$ cat src/design/swthr_pkg.sv
package swthr_pkg;

    localparam int TIMER_BITS_DEF = 20;
    localparam int FRAME_BITS     = 40;
    localparam int LONG_W         = 20;
    localparam int SHORT_W        = 10;
    localparam int CFG_IDX_W      = 3;
    localparam int CFG_DATA_W     = LONG_W;
    localparam int READING_W      = 16;
    localparam int BYTE_W         = 8;
    localparam int BIT_CNT_W      = $clog2(FRAME_BITS + 1);

    localparam logic [READING_W-1:0] INVALID_READING = 16'h955C;
    localparam logic [READING_W-1:0] SCALE_X100      = 16'd100;

    localparam logic [LONG_W-1:0]  PRE_HIGH_RST   = 20'd200000;
    localparam logic [LONG_W-1:0]  START_LOW_RST  = 20'd18000;
    localparam logic [SHORT_W-1:0] RELEASE_RST    = 10'd40;
    localparam logic [SHORT_W-1:0] TIMEOUT_RST    = 10'd100;
    localparam logic [SHORT_W-1:0] ONE_THRESH_RST = 10'd40;

    localparam logic FUNC_TICK  = 1'b0;
    localparam logic FUNC_START = 1'b1;

    typedef enum logic [CFG_IDX_W-1:0] {
        CFG_PRE_HIGH   = 3'd0,
        CFG_START_LOW  = 3'd1,
        CFG_RELEASE    = 3'd2,
        CFG_TIMEOUT    = 3'd3,
        CFG_ONE_THRESH = 3'd4
    } t_cfg_idx;

    typedef enum logic [3:0] {
        PH_IDLE      = 4'd0,
        PH_PRE_HIGH  = 4'd1,
        PH_START_LOW = 4'd2,
        PH_RELEASE   = 4'd3,
        PH_WAIT_HIGH = 4'd4,
        PH_WAIT_LOW  = 4'd5,
        PH_BIT_LOW   = 4'd6,
        PH_BIT_HIGH  = 4'd7
    } t_phase;

    typedef struct packed {
        logic [LONG_W-1:0]  pre_high_us;
        logic [LONG_W-1:0]  start_low_us;
        logic [SHORT_W-1:0] release_us;
        logic [SHORT_W-1:0] timeout_us;
        logic [SHORT_W-1:0] one_threshold_us;
    } t_cfg;

    typedef struct packed {
        logic func;
        logic line_level;
    } t_item;

    typedef struct packed {
        logic                        drive_line;
        logic                        drive_high;
        logic                        busy_res;
        logic                        done_res;
        logic                        success;
        logic signed [READING_W-1:0] temperature_x100;
        logic signed [READING_W-1:0] humidity_x100;
    } t_result;

endpackage

$ cat src/design/swthr_in_stage.sv
module swthr_in_stage (
    input  logic               i_clk,
    input  logic               i_rst_n,
    input  logic               i_valid,
    output logic               o_ready,
    input  swthr_pkg::t_item   i_item,
    input  logic               i_advance,
    output logic               o_valid,
    output swthr_pkg::t_item   o_item
);

    logic             r_valid;
    logic             n_valid;
    swthr_pkg::t_item r_item;
    logic             accept;

    assign o_ready = !r_valid || i_advance;
    assign accept  = i_valid && o_ready;

    always_comb begin
        n_valid = r_valid;
        if (accept) begin
            n_valid = 1'b1;
        end else if (i_advance) begin
            n_valid = 1'b0;
        end
    end

    always_ff @(posedge i_clk) begin
        if (!i_rst_n) begin
            r_valid <= 1'b0;
        end else begin
            r_valid <= n_valid;
        end
    end

    always_ff @(posedge i_clk) begin
        if (accept) begin
            r_item <= i_item;
        end
    end

    assign o_valid = r_valid;
    assign o_item  = r_item;

endmodule

$ cat src/design/swthr_seq.sv
module swthr_seq #(
    parameter int TIMER_BITS = swthr_pkg::TIMER_BITS_DEF
) (
    input  logic               i_clk,
    input  logic               i_rst_n,
    input  logic               i_step,
    input  swthr_pkg::t_item   i_item,
    input  swthr_pkg::t_cfg    i_cfg,
    output swthr_pkg::t_result o_result
);

    localparam int CMP_W = (TIMER_BITS > swthr_pkg::LONG_W) ? TIMER_BITS : swthr_pkg::LONG_W;
    localparam logic [TIMER_BITS-1:0] TIMER_MAX = {TIMER_BITS{1'b1}};

    swthr_pkg::t_phase                     r_phase, n_phase;
    logic [TIMER_BITS-1:0]                 r_timer, n_timer;
    logic [swthr_pkg::SHORT_W-1:0]         r_high_width, n_high_width;
    logic [swthr_pkg::BIT_CNT_W-1:0]       r_bit_count, n_bit_count;
    logic [swthr_pkg::FRAME_BITS-1:0]      r_frame, n_frame;
    logic [swthr_pkg::READING_W-1:0]       r_temp, n_temp;
    logic [swthr_pkg::READING_W-1:0]       r_hum, n_hum;
    logic                                  r_success, n_success;

    logic                                  lvl;
    logic                                  restart;
    logic [TIMER_BITS-1:0]                 timer_base;
    logic [TIMER_BITS-1:0]                 timer_inc;
    logic                                  timed_out;
    logic [swthr_pkg::LONG_W-1:0]          dur_sel;
    logic                                  drive_hit;
    swthr_pkg::t_phase                     drive_next;
    logic [swthr_pkg::FRAME_BITS-1:0]      frame_new;
    logic [swthr_pkg::BIT_CNT_W-1:0]       bits_new;
    logic [swthr_pkg::BYTE_W-1:0]          hum_int, hum_dec, temp_int, temp_dec, csum;
    logic [swthr_pkg::BYTE_W-1:0]          byte_sum;
    logic                                  frame_ok;
    logic [swthr_pkg::READING_W-1:0]       temp_calc, hum_calc;
    logic                                  done;

    assign lvl = i_item.line_level;

    always_comb begin
        case (r_phase)
            swthr_pkg::PH_WAIT_HIGH: restart = lvl;
            swthr_pkg::PH_WAIT_LOW:  restart = !lvl;
            swthr_pkg::PH_BIT_HIGH:  restart = !lvl;
            default:                 restart = 1'b0;
        endcase
    end

    assign timer_base = restart ? '0 : r_timer;
    assign timer_inc  = (timer_base == TIMER_MAX) ? timer_base : timer_base + 1'b1;
    assign timed_out  = timer_inc >=
        {{(TIMER_BITS - swthr_pkg::SHORT_W){1'b0}}, i_cfg.timeout_us};

    always_comb begin
        case (r_phase)
            swthr_pkg::PH_PRE_HIGH: begin
                dur_sel    = i_cfg.pre_high_us;
                drive_next = swthr_pkg::PH_START_LOW;
            end
            swthr_pkg::PH_START_LOW: begin
                dur_sel    = i_cfg.start_low_us;
                drive_next = swthr_pkg::PH_RELEASE;
            end
            default: begin
                dur_sel    = {{(swthr_pkg::LONG_W - swthr_pkg::SHORT_W){1'b0}},
                              i_cfg.release_us};
                drive_next = swthr_pkg::PH_WAIT_HIGH;
            end
        endcase
    end

    assign drive_hit = (CMP_W'(timer_inc) >= CMP_W'(dur_sel)) || (timer_inc == TIMER_MAX);

    assign frame_new = {r_frame[swthr_pkg::FRAME_BITS-2:0],
                        (r_high_width > i_cfg.one_threshold_us)};
    assign bits_new  = r_bit_count + 1'b1;
    assign hum_int   = frame_new[39:32];
    assign hum_dec   = frame_new[31:24];
    assign temp_int  = frame_new[23:16];
    assign temp_dec  = frame_new[15:8];
    assign csum      = frame_new[7:0];
    assign byte_sum  = hum_int + hum_dec + temp_int + temp_dec;
    assign frame_ok  = (byte_sum == csum);
    assign temp_calc = swthr_pkg::READING_W'(temp_int) * swthr_pkg::SCALE_X100
                       + swthr_pkg::READING_W'(temp_dec);
    assign hum_calc  = swthr_pkg::READING_W'(hum_int) * swthr_pkg::SCALE_X100
                       + swthr_pkg::READING_W'(hum_dec);

    always_comb begin
        n_phase      = r_phase;
        n_timer      = r_timer;
        n_high_width = r_high_width;
        n_bit_count  = r_bit_count;
        n_frame      = r_frame;
        n_temp       = r_temp;
        n_hum        = r_hum;
        n_success    = r_success;
        done         = 1'b0;
        if (i_item.func == swthr_pkg::FUNC_START) begin
            if (r_phase == swthr_pkg::PH_IDLE) begin
                n_temp       = swthr_pkg::INVALID_READING;
                n_hum        = swthr_pkg::INVALID_READING;
                n_success    = 1'b0;
                n_phase      = swthr_pkg::PH_PRE_HIGH;
                n_timer      = '0;
                n_high_width = '0;
                n_bit_count  = '0;
                n_frame      = '0;
            end
        end else begin
            case (r_phase)
                swthr_pkg::PH_PRE_HIGH, swthr_pkg::PH_START_LOW, swthr_pkg::PH_RELEASE: begin
                    if (drive_hit) begin
                        n_phase = drive_next;
                        n_timer = '0;
                    end else begin
                        n_timer = timer_inc;
                    end
                end
                swthr_pkg::PH_WAIT_HIGH, swthr_pkg::PH_WAIT_LOW, swthr_pkg::PH_BIT_LOW: begin
                    n_timer = timer_inc;
                    if (r_phase == swthr_pkg::PH_WAIT_HIGH && lvl) begin
                        n_phase = swthr_pkg::PH_WAIT_LOW;
                    end else if (r_phase == swthr_pkg::PH_WAIT_LOW && !lvl) begin
                        n_phase = swthr_pkg::PH_BIT_LOW;
                    end else if (r_phase == swthr_pkg::PH_BIT_LOW && lvl) begin
                        n_phase      = swthr_pkg::PH_BIT_HIGH;
                        n_high_width = 10'd1;
                    end
                    if (timed_out) begin
                        n_phase      = swthr_pkg::PH_IDLE;
                        n_timer      = '0;
                        n_high_width = '0;
                        n_success    = 1'b0;
                        done         = 1'b1;
                    end
                end
                swthr_pkg::PH_BIT_HIGH: begin
                    if (lvl) begin
                        if (!(&r_high_width)) begin
                            n_high_width = r_high_width + 1'b1;
                        end
                        n_timer = timer_inc;
                        if (timed_out) begin
                            n_phase      = swthr_pkg::PH_IDLE;
                            n_timer      = '0;
                            n_high_width = '0;
                            n_success    = 1'b0;
                            done         = 1'b1;
                        end
                    end else begin
                        n_frame      = frame_new;
                        n_bit_count  = bits_new;
                        n_high_width = '0;
                        if (bits_new >= swthr_pkg::BIT_CNT_W'(swthr_pkg::FRAME_BITS)) begin
                            if (frame_ok) begin
                                n_temp = temp_calc;
                                n_hum  = hum_calc;
                            end
                            n_phase   = swthr_pkg::PH_IDLE;
                            n_timer   = '0;
                            n_success = frame_ok;
                            done      = 1'b1;
                        end else begin
                            n_phase = swthr_pkg::PH_BIT_LOW;
                            n_timer = timer_inc;
                            if (timed_out) begin
                                n_phase   = swthr_pkg::PH_IDLE;
                                n_timer   = '0;
                                n_success = 1'b0;
                                done      = 1'b1;
                            end
                        end
                    end
                end
                default: begin
                end
            endcase
        end
    end

    always_ff @(posedge i_clk) begin
        if (!i_rst_n) begin
            r_phase      <= swthr_pkg::PH_IDLE;
            r_timer      <= '0;
            r_high_width <= '0;
            r_bit_count  <= '0;
            r_frame      <= '0;
            r_temp       <= swthr_pkg::INVALID_READING;
            r_hum        <= swthr_pkg::INVALID_READING;
            r_success    <= 1'b0;
        end else if (i_step) begin
            r_phase      <= n_phase;
            r_timer      <= n_timer;
            r_high_width <= n_high_width;
            r_bit_count  <= n_bit_count;
            r_frame      <= n_frame;
            r_temp       <= n_temp;
            r_hum        <= n_hum;
            r_success    <= n_success;
        end
    end

    always_comb begin
        o_result.drive_line = (n_phase == swthr_pkg::PH_PRE_HIGH)
                           || (n_phase == swthr_pkg::PH_START_LOW)
                           || (n_phase == swthr_pkg::PH_RELEASE);
        o_result.drive_high = (n_phase == swthr_pkg::PH_PRE_HIGH)
                           || (n_phase == swthr_pkg::PH_RELEASE);
        o_result.busy_res         = (n_phase != swthr_pkg::PH_IDLE);
        o_result.done_res         = done;
        o_result.success          = n_success;
        o_result.temperature_x100 = n_temp;
        o_result.humidity_x100    = n_hum;
    end

endmodule

$ cat src/design/swthr_out_stage.sv
module swthr_out_stage (
    input  logic               i_clk,
    input  logic               i_rst_n,
    input  logic               i_load,
    input  swthr_pkg::t_result i_result,
    input  logic               i_ready,
    output logic               o_valid,
    output logic               o_can_take,
    output swthr_pkg::t_result o_result
);

    logic               r_valid;
    logic               n_valid;
    swthr_pkg::t_result r_result;

    assign o_can_take = !r_valid || i_ready;

    always_comb begin
        n_valid = r_valid;
        if (i_load) begin
            n_valid = 1'b1;
        end else if (i_ready) begin
            n_valid = 1'b0;
        end
    end

    always_ff @(posedge i_clk) begin
        if (!i_rst_n) begin
            r_valid <= 1'b0;
        end else begin
            r_valid <= n_valid;
        end
    end

    always_ff @(posedge i_clk) begin
        if (i_load) begin
            r_result <= i_result;
        end
    end

    assign o_valid  = r_valid;
    assign o_result = r_result;

endmodule

$ cat src/design/single_wire_temp_humidity_reader_core.sv
// Reader for a single-wire temperature and humidity sensor.
// Input words arrive on i_valid/o_ready: each is either a one-microsecond tick
// carrying the sampled line level, or a request to start a read.
// Every input word yields exactly one output word on o_valid/i_ready, holding
// the line drive, busy, done, success and both readings after that word.
// Configuration registers are written through i_cfg_we, i_cfg_idx and
// i_cfg_data, at once and without acknowledgement; the user must write them
// only while the block is idle, as the block itself does not enforce it. The
// sequencer state is updated once for each word moving from the input
// register through the sequencer into the output register. Throughput is
// one word per cycle while i_ready is high. When the receiver stalls, the
// output register holds its word, the input register takes one more word,
// and o_ready then falls until a word leaves. Reset empties both registers,
// returns the sequencer to idle with both readings at -27300 and success
// clear, and loads the default configuration.
module single_wire_temp_humidity_reader_core #(
    parameter int TIMER_BITS = swthr_pkg::TIMER_BITS_DEF
) (
    input  logic                                   i_clk,
    input  logic                                   i_rst_n,
    input  logic                                   i_valid,
    output logic                                   o_ready,
    input  logic                                   i_func,
    input  logic                                   i_line_level,
    output logic                                   o_valid,
    input  logic                                   i_ready,
    output logic                                   o_drive_line,
    output logic                                   o_drive_high,
    output logic                                   o_busy_res,
    output logic                                   o_done_res,
    output logic                                   o_success,
    output logic signed [swthr_pkg::READING_W-1:0] o_temperature_x100,
    output logic signed [swthr_pkg::READING_W-1:0] o_humidity_x100,
    input  logic                                   i_cfg_we,
    input  logic [swthr_pkg::CFG_IDX_W-1:0]        i_cfg_idx,
    input  logic [swthr_pkg::CFG_DATA_W-1:0]       i_cfg_data
);

    swthr_pkg::t_cfg    r_cfg;
    swthr_pkg::t_item   in_item;
    swthr_pkg::t_item   stage_item;
    swthr_pkg::t_result next_result;
    swthr_pkg::t_result out_result;
    logic               stage_valid;
    logic               out_can_take;
    logic               step;

    always_ff @(posedge i_clk) begin
        if (!i_rst_n) begin
            r_cfg.pre_high_us      <= swthr_pkg::PRE_HIGH_RST;
            r_cfg.start_low_us     <= swthr_pkg::START_LOW_RST;
            r_cfg.release_us       <= swthr_pkg::RELEASE_RST;
            r_cfg.timeout_us       <= swthr_pkg::TIMEOUT_RST;
            r_cfg.one_threshold_us <= swthr_pkg::ONE_THRESH_RST;
        end else if (i_cfg_we) begin
            case (i_cfg_idx)
                swthr_pkg::CFG_PRE_HIGH:   r_cfg.pre_high_us  <= i_cfg_data;
                swthr_pkg::CFG_START_LOW:  r_cfg.start_low_us <= i_cfg_data;
                swthr_pkg::CFG_RELEASE: begin
                    r_cfg.release_us <= i_cfg_data[swthr_pkg::SHORT_W-1:0];
                end
                swthr_pkg::CFG_TIMEOUT: begin
                    r_cfg.timeout_us <= i_cfg_data[swthr_pkg::SHORT_W-1:0];
                end
                swthr_pkg::CFG_ONE_THRESH: begin
                    r_cfg.one_threshold_us <= i_cfg_data[swthr_pkg::SHORT_W-1:0];
                end
                default: begin
                end
            endcase
        end
    end

    assign in_item.func       = i_func;
    assign in_item.line_level = i_line_level;
    assign step               = stage_valid && out_can_take;

    swthr_in_stage u_in_stage (
        .i_clk     (i_clk),
        .i_rst_n   (i_rst_n),
        .i_valid   (i_valid),
        .o_ready   (o_ready),
        .i_item    (in_item),
        .i_advance (out_can_take),
        .o_valid   (stage_valid),
        .o_item    (stage_item)
    );

    swthr_seq #(
        .TIMER_BITS (TIMER_BITS)
    ) u_seq (
        .i_clk    (i_clk),
        .i_rst_n  (i_rst_n),
        .i_step   (step),
        .i_item   (stage_item),
        .i_cfg    (r_cfg),
        .o_result (next_result)
    );

    swthr_out_stage u_out_stage (
        .i_clk      (i_clk),
        .i_rst_n    (i_rst_n),
        .i_load     (step),
        .i_result   (next_result),
        .i_ready    (i_ready),
        .o_valid    (o_valid),
        .o_can_take (out_can_take),
        .o_result   (out_result)
    );

    assign o_drive_line       = out_result.drive_line;
    assign o_drive_high       = out_result.drive_high;
    assign o_busy_res         = out_result.busy_res;
    assign o_done_res         = out_result.done_res;
    assign o_success          = out_result.success;
    assign o_temperature_x100 = out_result.temperature_x100;
    assign o_humidity_x100    = out_result.humidity_x100;

    a_done_not_busy: assert property (@(posedge i_clk) disable iff (!i_rst_n)
        o_valid && o_done_res |-> !o_busy_res)
        else $error("read reported done while still busy");

    a_success_has_reading: assert property (@(posedge i_clk) disable iff (!i_rst_n)
        o_valid && o_success |->
            (o_temperature_x100 != swthr_pkg::INVALID_READING)
            && (o_humidity_x100 != swthr_pkg::INVALID_READING))
        else $error("successful read left an invalid reading");

    a_drive_high_driven: assert property (@(posedge i_clk) disable iff (!i_rst_n)
        o_valid && o_drive_high |-> o_drive_line && o_busy_res)
        else $error("high level shown without the line being driven");

    a_reset_empties: assert property (@(posedge i_clk)
        !i_rst_n |=> !o_valid)
        else $error("output word present just after reset");

endmodule
$ cat config.mk
export PLATFORM = sky130hd
export DESIGN_NAME = single_wire_temp_humidity_reader_core
export DESIGN_NICKNAME = d
export VERILOG_FILES = /design/src/design/swthr_pkg.sv /design/src/design/swthr_in_stage.sv /design/src/design/swthr_seq.sv /design/src/design/swthr_out_stage.sv /design/src/design/single_wire_temp_humidity_reader_core.sv
export SDC_FILE = /design/constraint.sdc
export NUM_CORES = 1
export LEC_CHECK = 0
export ABC_CLOCK_PERIOD_IN_PS = 6900
export CORE_MARGIN = 2
export CORE_UTILIZATION = 54
export DETAILED_ROUTE_END_ITERATION = 6
export DONT_BUFFER_PORTS = 1
export PLACE_DENSITY = 0.65
export SETUP_SLACK_MARGIN = 0.15
export SYNTH_ARGS = -nofsm -noshare
export SYNTH_HDL_FRONTEND = slang
export SYNTH_SLANG_ARGS = --single-unit
$ cat constraint.sdc
create_clock -name i_clk -period 6.9 [get_ports i_clk]
set_input_delay 1.035 -clock i_clk [delete_from_list [all_inputs] [get_ports i_clk]]
set_output_delay 1.035 -clock i_clk [all_outputs]
set_load 0.03 [all_outputs]
## Word-level counts from Yosys, hierarchy flattened

Cells that the tools add are included.

| operators by class | value |
|---|---|
| magnitude comparators | 4 |
| reductions and logical operators | 34 |
| muxes and demuxes | 68 |
| equal/unequal tests | 23 |
| multipliers | 2 |
| add/sub/neg operators | 8 |

Operator list:

| kind | number |
|---|---|
| $mux 16 | 12 |
| $mux 20 | 8 |
| $mux 39 | 4 |
| $mux 10 | 9 |
| $pmux 20 s3 | 1 |
| $eq 20x20->1 const B | 2 |
| $mux 4 | 10 |
| $pmux 20 s2 | 1 |
| $add 15x8->16 | 2 |
| $mul 8x5->13 const B | 2 |
| $add 8x8->8 | 3 |
| $mux 6 | 4 |
| $add 20x1->20 const B | 1 |
| $ge 20x10->1 | 1 |
| $ge 20x20->1 | 1 |
| $pmux 10 s2 | 1 |
| $eq 4x2->1 const B | 4 |
| $eq 4x3->1 const B | 4 |
| $mux 1 | 12 |
| $pmux 4 s3 | 1 |
| $add 10x1->10 const B | 1 |
| $gt 10x10->1 | 1 |
| $reduce_and 10->1 | 1 |
| $reduce_and 2->1 | 5 |
| 27 further kinds | 48 |

| storage, ports and cells | value |
|---|---|
| flip-flop bits (word level) | 223 |
| logic and storage cells | 163 |

## Longest topological paths before layout

Gate-level depths: netlist of run 1.

| depth | value |
|---|---|
| depth after elaboration | 15 |
| depth in mapped cells | 26 |

## By module

A second synthesis of run 1 with hierarchy kept.

| unflattened totals | value |
|---|---|
| cell total of the unflattened synthesis | 1,535 |
| area, all modules | 14,099.8 um^2 |

By module, submodules not included:

| module | area an instance (um^2) | times used | sequential area each (um^2) | cells an instance |
|---|---|---|---|---|
| swthr_seq | 10,087.2 | 1 | 2,242.2 | 1,221 |
| single_wire_temp_humidity_reader_core | 2,735.1 | 1 | 1,401.3 | 266 |
| swthr_out_stage | 1,159.9 | 1 | 1,131.1 | 41 |
| swthr_in_stage | 117.6 | 1 | 80.1 | 7 |

## Worst setup path before layout of run 1

No wires, ideal clock.

| timing path | value |
|---|---|
| path kind | flip-flop to flip-flop |
| from | register u_in_stage.r_item, in the netlist u_in_stage.o_item[0] |
| to | register u_out_stage.r_result, in the netlist u_out_stage.o_result[34], data pin |
| data required time | 6.631 ns |
| path buffers | 4 |
| library setup time | 0.269 ns |
| stages on the path, launching flop included | 26 |
| arrival time | 4.938 ns |
| setup slack | 1.693 ns |
| cells stage by stage | edfxtp_1 -> buf_2 -> nor3b_2 -> o21ai_4 -> buf_2 -> buf_2 -> and2_1 -> ha_1 -> and3_1 -> buf_6 -> nand3_1 -> o211ai_2 -> nor2_1 -> xnor2_1 -> nor2_1 -> ha_1 -> a21o_1 -> a211oi_1 -> a21oi_1 -> a2111oi_0 -> a21o_2 -> a31oi_1 -> a311o_2 -> and3_2 -> a221oi_2 -> nand3_1 |

RTL lines:

| item | line | text |
|---|---|---|
| start: declaration | swthr_in_stage.sv:14 | `swthr_pkg::t_item r_item;` |
| start signal: assignment | swthr_in_stage.sv:39 | `r_item <= i_item;` |
| end signal: assignment | swthr_out_stage.sv:37 | `r_result <= i_result;` |
| end: declaration | swthr_out_stage.sv:14 | `swthr_pkg::t_result r_result;` |

==> impl_metrics.tcl, run 1 <==
set metrics [dict create \
    coreArea_sq_um 24400 \
    relSlewSlack_pct 35.4 \
    rsz0062_at_grt "no" \
    nets 1652 \
    fin_setup_tns_ns 0 \
    async_reset_ff_share_pct 0 \
    gp_congestion 0.880 \
    p_per_area_nw_per_um2 202 \
    rows 57 \
    cts_resized 0 \
    hold_path.class "register to register" \
    drive_above_1_share_pct 7.27 \
    yosysTopAreaCellShare_pct 27.3 \
    synthXorXnorAreaFrac_pct 4.49 \
    die_area_sq_um 26200 \
    synth_top_family_by_area "compound AO/OA/AOI/OAI gates" \
    startpoint_type "register" \
    ys.flop_type "dfxtp_1" \
    overflow 0 \
    antenna_found_initial 0 \
    synth.area.top_cells "dfxtp_1, ha_1, edfxtp_1, nand2_1, a21oi_1" \
    start_util_pct 55.2 \
    crit_family "compound AO/OA/AOI/OAI gates" \
    num_vias 10700 \
    cts.path.max_buffers 3 \
    p_leak_nw 5.96 \
    synth.mux.area_fraction_pct 0.418 \
    worstPathMaxFanout 9 \
    crit_arrival_ns 6.05 \
    insertion_delay_ns 0.53 \
    whs_ns 0.453 \
    detail-route-antenna-nets 0 \
    status "completed" \
    hold_viol 0 \
    antenna-diode-count 0 \
    syn-cell-area_sq_um 13500 \
    drt-vias-per-instance 5.89 \
    yosysWarnings 0 \
    cts_tree "built" \
    synth-simple-area-share_pct 18.4 \
    cts_setup_buffers 0 \
    synth_compound_area_share_pct 20.4 \
    worstPathRequired_ns 7.16 \
    ys_seq_area_share_pct 36.0 \
    cts_buffers 25 \
    cp_cell_sequence "nor3b_2 -> o21ai_4 -> and2_1 -> ha_1 -> and3_1 -> nand3_1 -> o211ai_2 -> nor2_1 -> xnor2_1 -> nor2_1 -> ha_1 -> a21o_1 -> a211oi_1 -> a21oi_1 -> a2111oi_0 -> a21o_2 -> a31oi_1 -> a311o_2 -> a21boi_0 -> a2bb2oi_1 -> nand3_1" \
    first_iter_violations 721 \
    fin_crit_ns 5.79 \
    post-place-ws_ns 1.21 \
    place_hpwl_um 23900 \
    synth_top_area_cell "dfxtp_1" \
    synthCells 1523 \
    drc 0 \
    crit_path_top_delay_cell "edfxtp_1" \
    end_kind "register" \
    grt.total_usage_pct 25.6 \
    skew_ns 0.0124 \
    grt_pass1_vias 10300 \
    synth_enable_flop_cells 39 \
    routedWlPerCell_um 18.4 \
    fillers 2161 \
    drv_cap 0 \
    fin_crit_sh_pct 83.9 \
    finalSetupViolCount 0 \
    yosysUniqueCellTypes 87 \
    cpPeakStageDelay_ns 0.55 \
    io_pins 69 \
    worst_slack_ns 1.11 \
    grt_pass1_wl_um 54400 \
    crit_type "register to register" \
    die_x_um 162 \
    clockRootBuffer "clkbuf_16" \
    path_buf_inv 0 \
    grt_max_degree 88 \
    syn_nets 1695 \
    synth-seq-cells 223 \
    max_freq_mhz 173 \
    dr.pass1.iters 5 \
    ir_drop_mv 0.172 \
    clkSlewWorstSetupHoldPaths_ns 0.06 \
    cts_max_level 1 \
    portBuffers 0 \
    worst_pin_slew_ns 0.968 \
    postSynthAreaPerCell_sq_um 8.84 \
    drv_slew 0 \
    die_y_um 162 \
    clock_sinks 223 \
    synthAdderAreaFrac_pct 14.4 \
    finalWirelength_um 33500 \
    areaGrowthSynthToFinish_pct 7.33 \
    cts_hold_buf 0 \
]
==> cells in the final DEF (no fill, tap or decap), types with 22 or more instances in the layout <==
cell | Yosys | routed
o21ai_0 | 35 | 34
nor2_1 | 89 | 89
nand2_1 | 200 | 200
a2bb2oi_1 | 30 | 30
ha_1 | 120 | 120
nand3_1 | 42 | 42
dfxtp_1 | 184 | 184
nor3_1 | 28 | 28
a21oi_1 | 148 | 148
fa_1 | 22 | 22
inv_1 | 94 | 92
a21o_1 | 26 | 26
edfxtp_1 | 39 | 39
xor2_1 | 29 | 29
nor3b_1 | 35 | 35
clkbuf_16 | 0 | 25
xnor2_1 | 40 | 40
a22o_1 | 26 | 26
==> stage by stage <==
stage	instances	cell area [sq um]	total power, W	util [%]
after detailed placement	1777	13600	0.00151	55.7
after floorplan	1523	13500	0.00148	-
after CTS	1823	14500	0.00294	59.3
after global placement	1777	13600	0.00151	55.7
final	1823	14500	0.00292	59.3
after global routing	1823	14500	0.00302	59.3
==> final timing paths <==
check	start	endpoint	slack, ns	cells past startpoint
max	u_in_stage.o_item[0]$_DFFE_PP_	u_out_stage.o_result[34]$_DFFE_PP_	1.11	21
min	r_cfg[62]$_SDFFE_PN0P_	r_cfg[62]$_SDFFE_PN0P_	0.45	2
max reg2reg	u_in_stage.o_item[0]$_DFFE_PP_	u_out_stage.o_result[34]$_DFFE_PP_	1.11	21
min reg2reg	r_cfg[62]$_SDFFE_PN0P_	r_cfg[62]$_SDFFE_PN0P_	0.45	2
==> synthesized netlist by cell type (all sizes together), types with 5 or more instances <==
| cell type | count |
|---|---|
| a31oi | 9 |
| buf | 21 |
| dfxtp | 184 |
| nand3 | 44 |
| o211ai | 17 |
| xnor2 | 40 |
| nand2 | 200 |
| nand4 | 20 |
| nand2b | 11 |
| nor3b | 36 |
| o21a | 8 |
| a211oi | 6 |
| a32o | 8 |
| o221ai | 10 |
| nor2b | 12 |
| and2 | 9 |
| a2bb2oi | 30 |
| a21oi | 149 |
| edfxtp | 39 |
| o22ai | 19 |
| o31ai | 5 |
| nor2 | 90 |
| a22o | 43 |
| fa | 22 |
| o21bai | 8 |
| xor2 | 29 |
| inv | 94 |
| a21o | 27 |
| ha | 120 |
| o21ai | 37 |
| and3 | 21 |
| nor3 | 30 |
| clkbuf | 65 |
==> layout make-up <==
class	instances	area, sq um	area share (%)
multi-input combinational	1120	7840	54.2
timing repair buffer	16	120	0.831
tap	324	405	2.80
clock buffer	27	633	4.38
sequential	223	4850	33.6
clock inverter	19	248	1.71
inverter	94	354	2.45
==> worst register-to-register path, cell delays in order (launching register included) <==
cell	delay, ns
edfxtp_1	0.55
nor3b_2	0.26
o21ai_4	0.31
and2_1	0.22
ha_1	0.28
and3_1	0.37
nand3_1	0.22
o211ai_2	0.31
nor2_1	0.11
xnor2_1	0.14
nor2_1	0.20
ha_1	0.30
a21o_1	0.17
a211oi_1	0.23
a21oi_1	0.09
a2111oi_0	0.38
a21o_2	0.18
a31oi_1	0.07
a311o_2	0.43
a21boi_0	0.26
a2bb2oi_1	0.35
nand3_1	0.11
==> per-layer routing <==
metal / wire (um) / share of wire, % / global-route usage [%]
met1: 14400 / 43 / 32.0
met2: 16600 / 50 / 45.4
met3: 1620 / 4.8 / 4.34
met4: 879 / 2.6 / 7.64
met5: 0 / 0 / 0
==> flip-flops by register name, summed over array words and instances, names as in the netlist <==
name and count:
u_in_stage.o_valid 1, r_cfg 70, u_seq.r_bit_count 6, u_seq.r_temp 16, u_seq.r_frame 39, u_seq.r_success 1
u_out_stage.o_result 37, u_seq.r_phase 4, u_out_stage.o_valid 1, u_in_stage.o_item 2, u_seq.r_hum 16, u_seq.r_timer 20
u_seq.r_high_width 10
==> cell families (layout without fill, tap and decap cells) <==
group | after synthesis | after routing
flip-flops | 223 | 223
buffers and inverters | 180 | 156
XOR/XNOR | 69 | 69
adder cells (fa/ha/maj) | 142 | 142
AND/OR/NAND/NOR | 500 | 500
AO/OA/AOI/OAI | 404 | 404
multiplexers | 5 | 5
==> report_power, final <==
part	leakage, nW	internal (W)	switching [W]
logic	3.73	0.0000358	0.0000835
clock network	0.429	0.000887	0.000543
registers	1.79	0.00134	0.0000240
total	5.96	0.00226	0.000651
Power figures use the tool's default switching activity.
==> run 2, diff against run 1 <==
Settings changed: ABC_CLOCK_PERIOD_IN_PS 6900 to 5200, PLACE_DENSITY 0.65 to 0.68.
Clock period 6.9 ns to 5.2 ns, I/O delays scaled along.
==> run 2 against run 1 <==
  * Routed wire length grew 2.3%
  * Highest routed layer unchanged
  * Critical path type unchanged
  * Sequential share of layout area is 0.58 points lower
  * Combinational power increased by 37%
==> impl_metrics.tcl, run 2 (same netlist as run 1, synthesis figures left out) <==
set metrics [dict create \
    status "completed" \
    reg2reg_depth 22 \
    drc 0 \
    portBuffers 0 \
    overflow 0 \
    worst_pin_slew_ns 1.11 \
    hold_depth 0 \
    post-place-ws_ns 0.242 \
    detail-route-antenna-nets 0 \
    p_clk_share_pct 49.7 \
    drive_above_1_share_pct 9.53 \
    startpoint_type "register" \
    internal-power_w 0.00303 \
    first_iter_violations 902 \
    worstPathRequired_ns 5.68 \
    fillers 2166 \
    switching_share_pct 22.8 \
    p_leak_nw 6.12 \
    layout_common_cells "nand2_1, dfxtp_1, a21oi_1" \
    rsz0062_at_grt "no" \
    antenna_found_initial 0 \
    crit_arrival_ns 5.30 \
    nets 1674 \
    die_area_sq_um 26200 \
    p_per_area_nw_per_um2 267 \
    fin_crit_sh_pct 92.8 \
    clock_sinks 223 \
    ir_drop_mv 0.254 \
    crit_type "register to register" \
    max_freq_mhz 207 \
    routedWlPerCell_um 18.5 \
    coreArea_sq_um 24400 \
    grt_max_degree 58 \
    worstPathMaxFanout 11 \
    relSlewSlack_pct 25.5 \
    cts.path.max_buffers 3 \
    fin_crit_ns 4.82 \
    areaGrowthSynthToFinish_pct 9.22 \
    cts_buffers 26 \
    mostFrequentLayoutCell "nand2_1" \
    hold_viol 0 \
    io_pins 69 \
    multi_input_area_sq_um 7900 \
    start_util_pct 55.2 \
    fin_setup_tns_ns 0 \
    largest-register "r_cfg" \
    drv_slew 0 \
    cts_hold_buf 0 \
    rows 57 \
    p_switching_w 0.000895 \
    finalSetupViolCount 0 \
    finalWirelength_um 34200 \
    cts_tree "built" \
    cts_max_level 1 \
    pwr-share-seq_pct 46.2 \
    seqCellArea_sq_um 4850 \
    insertion_delay_ns 0.54 \
    end_kind "register" \
    die_x_um 162 \
    drv_cap 0 \
    largest_register_ffs 70 \
    dr.pass1.iters 5 \
    die_y_um 162 \
    grt_pass1_wl_um 55700 \
    skew_ns 0.0188 \
    place_hpwl_um 24600 \
    grt_pass1_vias 10700 \
    rrSetupSlack_ns 0.38 \
    worst_slack_ns 0.377 \
    drt-vias-per-instance 6.02 \
    num_vias 11100 \
    grt.total_usage_pct 26.0 \
    hold_path.class "input pin to register" \
    gp_congestion 0.879 \
    clockRootBuffer "clkbuf_16" \
    antenna-diode-count 0 \
    clkSlewWorstSetupHoldPaths_ns 0.06 \
    combPwrFrac_pct 4.1 \
]
-- run 2: cell types whose count changed in the layout (fill, tap and decap cells not counted), moves of 2 or more --
cell	previous run	this run
inv_6	2	0
nor2_1	89	87
clkinv_4	0	2
clkinv_1	6	3
clkbuf_16	25	27
clkbuf_1	2	4
nor2_2	1	3
clkinvlp_4	1	3
buf_4	16	37
-- run 2: critical path, cell delays in order (launching register included) --
cell      delay, ns
dfxtp_1        0.46
and2b_2        0.26
o21ai_4        0.09
nand2_1        0.15
inv_1          0.06
ha_2           0.17
and3_1         0.20
buf_4          0.17
and3_2         0.27
nand4_4        0.15
mux2_2         0.40
ha_1           0.19
a21oi_1        0.13
o21ai_0        0.11
a41oi_1        0.24
o211ai_1       0.13
a211oi_1       0.29
and3_4         0.29
nand2_1        0.13
mux2_4         0.31
nor3_4         0.18
buf_4          0.23
a22o_2         0.15
-- run 2: layer usage --
metal	wire length, um	GRT usage, %	share of wire (%)
met1	14100	32.2	41
met2	17400	46.9	51
met3	1560	2.91	4.6
met4	1240	9.17	3.6
met5	0	0	0
-- run 2: final cells by class --
cell class	count	area share, %
inverters	94	2.41
clock inverters	17	1.55
multi-input cells	1120	53.7
well taps	324	2.76
clock buffers	31	4.70
flip-flops and latches	223	33.0
repair buffers	37	1.89
-- run 2: final timing paths --
| path | start | to |
|---|---|---|
| worst max-delay path | u_seq.r_phase[2]$_SDFFE_PN0P_ | u_seq.r_timer[3]$_SDFFE_PN0P_ |
| worst min-delay path | i_line_level | u_in_stage.o_item[0]$_DFFE_PP_ |
| worst max register to register | u_seq.r_phase[2]$_SDFFE_PN0P_ | u_seq.r_timer[3]$_SDFFE_PN0P_ |
| worst min register to register | r_cfg[53]$_SDFFE_PN0P_ | r_cfg[53]$_SDFFE_PN0P_ |
-- run 2: stage by stage --
stage / power, W / area, sq um / hold WS [ns] / cells / utilization, %
6_report: 0.00393 / 14700 / 0.336 / 1846 / 60.3
5_1_grt: 0.00404 / 14700 / 0.320 / 1846 / 60.3
4_1_cts: 0.00395 / 14700 / 0.319 / 1845 / 60.1
3_5_place_dp: 0.00201 / 13700 / 0.447 / 1797 / 56.3
3_3_place_gp: 0.00201 / 13700 / 0.443 / 1797 / 56.3
2_1_floorplan: 0.00197 / 13500 / 0.435 / 1523 / -
-- run 2: what timing repair did --
item                       4_1_cts  5_1_grt
gates resized for setup          0       11
setup endpoints to repair        0       32
setup buffers                    0        1
-- run 2: power by group through the flow --
| stage | combinational (W) | clock, W | sequential (W) |
|---|---|---|---|
| floorplan | 0.000127 | 0 | 0.00184 |
| global placement | 0.000157 | 0 | 0.00185 |
| detailed placement | 0.000160 | 0 | 0.00185 |
| CTS | 0.000161 | 0.00198 | 0.00181 |
| global route | 0.000179 | 0.00205 | 0.00181 |
| finish | 0.000163 | 0.00195 | 0.00181 |
==> run 3, diff against run 2 <==
Settings changed: ABC_CLOCK_PERIOD_IN_PS 5200 to 4100, SYNTH_HIERARCHICAL set to 1.
Clock period 5.2 ns to 4.1 ns, I/O delays scaled along.
==> run 3 against run 2 <==
  * The flow now finishes with violations (setup timing)
  * Critical path depth decreased by 2
  * Clock-buffer cell count increased by 1
  * Sequential cell count unchanged
  * Non-clock buffer count increased by 102
  * Cell count increased by 6.4%
  * Die area increased by 4.6%
  * Core utilization increased by 5.6 points
  * Clock skew decreased by 0.0041 ns
  * Synthesized area increased by 4.7%
  * Via count increased by 5.3%
  * Synthesized cell count increased by 0.79%
  * Register-to-register slack got worse by 0.57 ns
==> impl_metrics.tcl, run 3 <==
set metrics [dict create \
    status "finished, violations left" \
    violations "setup timing" \
    detail-route-antenna-nets 0 \
    num_vias 11700 \
    antenna_found_initial 0 \
    ir_drop_mv 0.405 \
    async_reset_ff_share_pct 0 \
    worst_slack_ns -0.191 \
    dr.pass1.iters 7 \
    syn_nets 1707 \
    cts_hold_buf 0 \
    die_area_sq_um 27400 \
    drv_cap 0 \
    drc 0 \
    portBuffers 0 \
    grt.total_usage_pct 27.1 \
    hold_viol 0 \
    synth_top_area_cell "dfxtp_1" \
    drv_slew 0 \
    clockRootBuffer "clkbuf_16" \
    yosysUniqueCellTypes 103 \
    finish.instance_area_sq_um 17000 \
    synth_compound_area_share_pct 17.9 \
    ys_seq_area_share_pct 34.4 \
    die_x_um 166 \
    rows 59 \
    io_pins 69 \
    overflow 0 \
    crit_type "register to register" \
    startpoint_type "register" \
    hold_path.class "input pin to register" \
    switching_share_pct 23.3 \
    gp_congestion 0.875 \
    drive_above_1_share_pct 22.0 \
    ys.flop_type "dfxtp_1" \
    largest-register "r_cfg" \
    cts_tree "built" \
    nets 1784 \
    synth.mux.area_fraction_pct 5.72 \
    first_iter_violations 926 \
    areaGrowthSynthToFinish_pct 20.8 \
    grt_pass1_vias 11000 \
    start_util_pct 54.6 \
    routedWlPerCell_um 19.4 \
    layout_common_cells "dfxtp_1, nand2_1, buf_4" \
    rsz0062_at_grt "yes" \
    p_clk_share_pct 47.9 \
    synth-simple-area-share_pct 18.7 \
    cts.path.max_buffers 3 \
    finalWirelength_um 38200 \
    grt_max_degree 160 \
    synth_top_family_by_area "simple AND/OR/NAND/NOR gates" \
    grt_use_met1_pct 39.9 \
    finish.utilization_pct 65.9 \
    coreArea_sq_um 25800 \
    yosysTopAreaCellShare_pct 26.1 \
    yosysWarnings 6 \
    synth.area.top_cells "dfxtp_1, ha_1, edfxtp_1, mux2i_1, nand2_1" \
    p_leak_nw 7.27 \
    grtUsageMet2_pct 42.0 \
    antenna-diode-count 0 \
    finalSetupViolCount 52 \
    pwr-share-seq_pct 46.1 \
    combPwrFrac_pct 6.0 \
    crit_arrival_ns 4.57 \
    synth-seq-cells 223 \
    p_per_area_nw_per_um2 294 \
    internal-power_w 0.00385 \
    rrSetupSlack_ns -0.19 \
    cts_max_level 1 \
    grt_use_met3_pct 4.55 \
    syn-cell-area_sq_um 14100 \
    yosysMostFrequentCell "dfxtp_1" \
    max_freq_mhz 233 \
    synth_commonest_cells "dfxtp_1, nand2_1, ha_1" \
    synthXorXnorAreaFrac_pct 3.85 \
    p_switching_w 0.00117 \
    worst_pin_slew_ns 0.992 \
    clkSlewWorstSetupHoldPaths_ns 0.06 \
    clock_sinks 223 \
    fin_crit_ns 4.29 \
    fin_crit_sh_pct 105 \
    largest_register_ffs 70 \
    cts_buffers 25 \
    skew_ns 0.0146 \
    busiest_layer "met2" \
    synthCells 1535 \
    synthAdderAreaFrac_pct 13.8 \
    placedInstanceArea_sq_um 15100 \
    synth_enable_flop_cells 39 \
    place_hpwl_um 26000 \
    worstPathRequired_ns 4.38 \
    end_kind "register" \
    drt-vias-per-instance 5.95 \
    worstPathMaxFanout 4 \
    relSlewSlack_pct 33.4 \
    postSynthAreaPerCell_sq_um 9.19 \
    die_y_um 166 \
    insertion_delay_ns 0.53 \
    grt_pass1_wl_um 59000 \
    mostFrequentLayoutCell "dfxtp_1" \
]
[run 3: kinds of logic after synthesis]
family	count (synthesis)
buf+inv	172
fa+ha+maj	142
mux	80
compound gates	356
xor+xnor	62
simple gates	500
flops	223
[run 3: timing repair]
item	CTS	global route
pin swaps	72	55
gates resized for setup	117	90
gates cloned	4	1
endpoints found under the hold margin	0	0
buffers inserted	15	4
setup endpoints to repair	102	103
[run 3: metal layers]
metal,wire length (um),share of wire (%)
met2,17100,45
met4,537,1.4
met5,0,0
met1,17800,47
met3,2820,7.4
[run 3: layout make-up]
type,count,area [sq um]
clock buffer,32,702
sequential,223,4860
multi-input combinational,1140,9350
timing repair buffer,139,1220
fill,2043,8800
inverter,83,312
tap,335,419
clock inverter,13,179
[run 3: stage by stage]
step | total power (W) | TNS (ns) | setup slack, ns | hold WS [ns] | cells
floorplan | 0.00255 | -14.86 | -0.626 | 0.432 | 1535
global placement | 0.00260 | -8.67 | -0.226 | 0.444 | 1896
detailed placement | 0.00261 | -14.55 | -0.337 | 0.448 | 1896
CTS | 0.00502 | -4.43 | -0.180 | 0.157 | 1960
global route | 0.00516 | -17.81 | -0.378 | 0.156 | 1965
finish | 0.00501 | -5.48 | -0.191 | 0.179 | 1965
[run 3: power groups by stage]
stage | Combinational (W) | Clock (W) | Sequential, W
floorplan | 0.000201 | 0 | 0.00235
global placement | 0.000248 | 0 | 0.00236
detailed placement | 0.000252 | 0 | 0.00236
CTS | 0.000278 | 0.00243 | 0.00231
global route | 0.000321 | 0.00253 | 0.00231
finish | 0.000300 | 0.00240 | 0.00231
[run 3: worst paths after layout]
check | startpoint | to | cells past startpoint
setup / recovery | u_in_stage/o_item[0]$_DFFE_PP_ | u_out_stage/o_result[34]$_DFFE_PP_ | 20
setup reg to reg | u_in_stage/o_item[0]$_DFFE_PP_ | u_out_stage/o_result[34]$_DFFE_PP_ | 20
hold reg to reg | r_cfg[32]$_SDFFE_PN0P_ | r_cfg[32]$_SDFFE_PN0P_ | 2
hold / removal | i_line_level | u_in_stage/o_item[0]$_DFFE_PP_ | 0
[run 3: critical path, cell delays in order (launching register included)]
cell	delay [ns]
edfxtp_1	0.40
buf_6	0.14
nor2b_4	0.14
o21ai_4	0.08
and2_4	0.17
ha_4	0.15
and3_4	0.14
and3_4	0.19
a211oi_2	0.24
xnor2_1	0.18
nor2_1	0.11
buf_4	0.20
ha_1	0.24
a2111oi_4	0.30
a31oi_2	0.14
o221ai_2	0.16
a21oi_2	0.11
a311oi_4	0.36
mux2_4	0.36
a21oi_4	0.14
nand3b_1	0.08
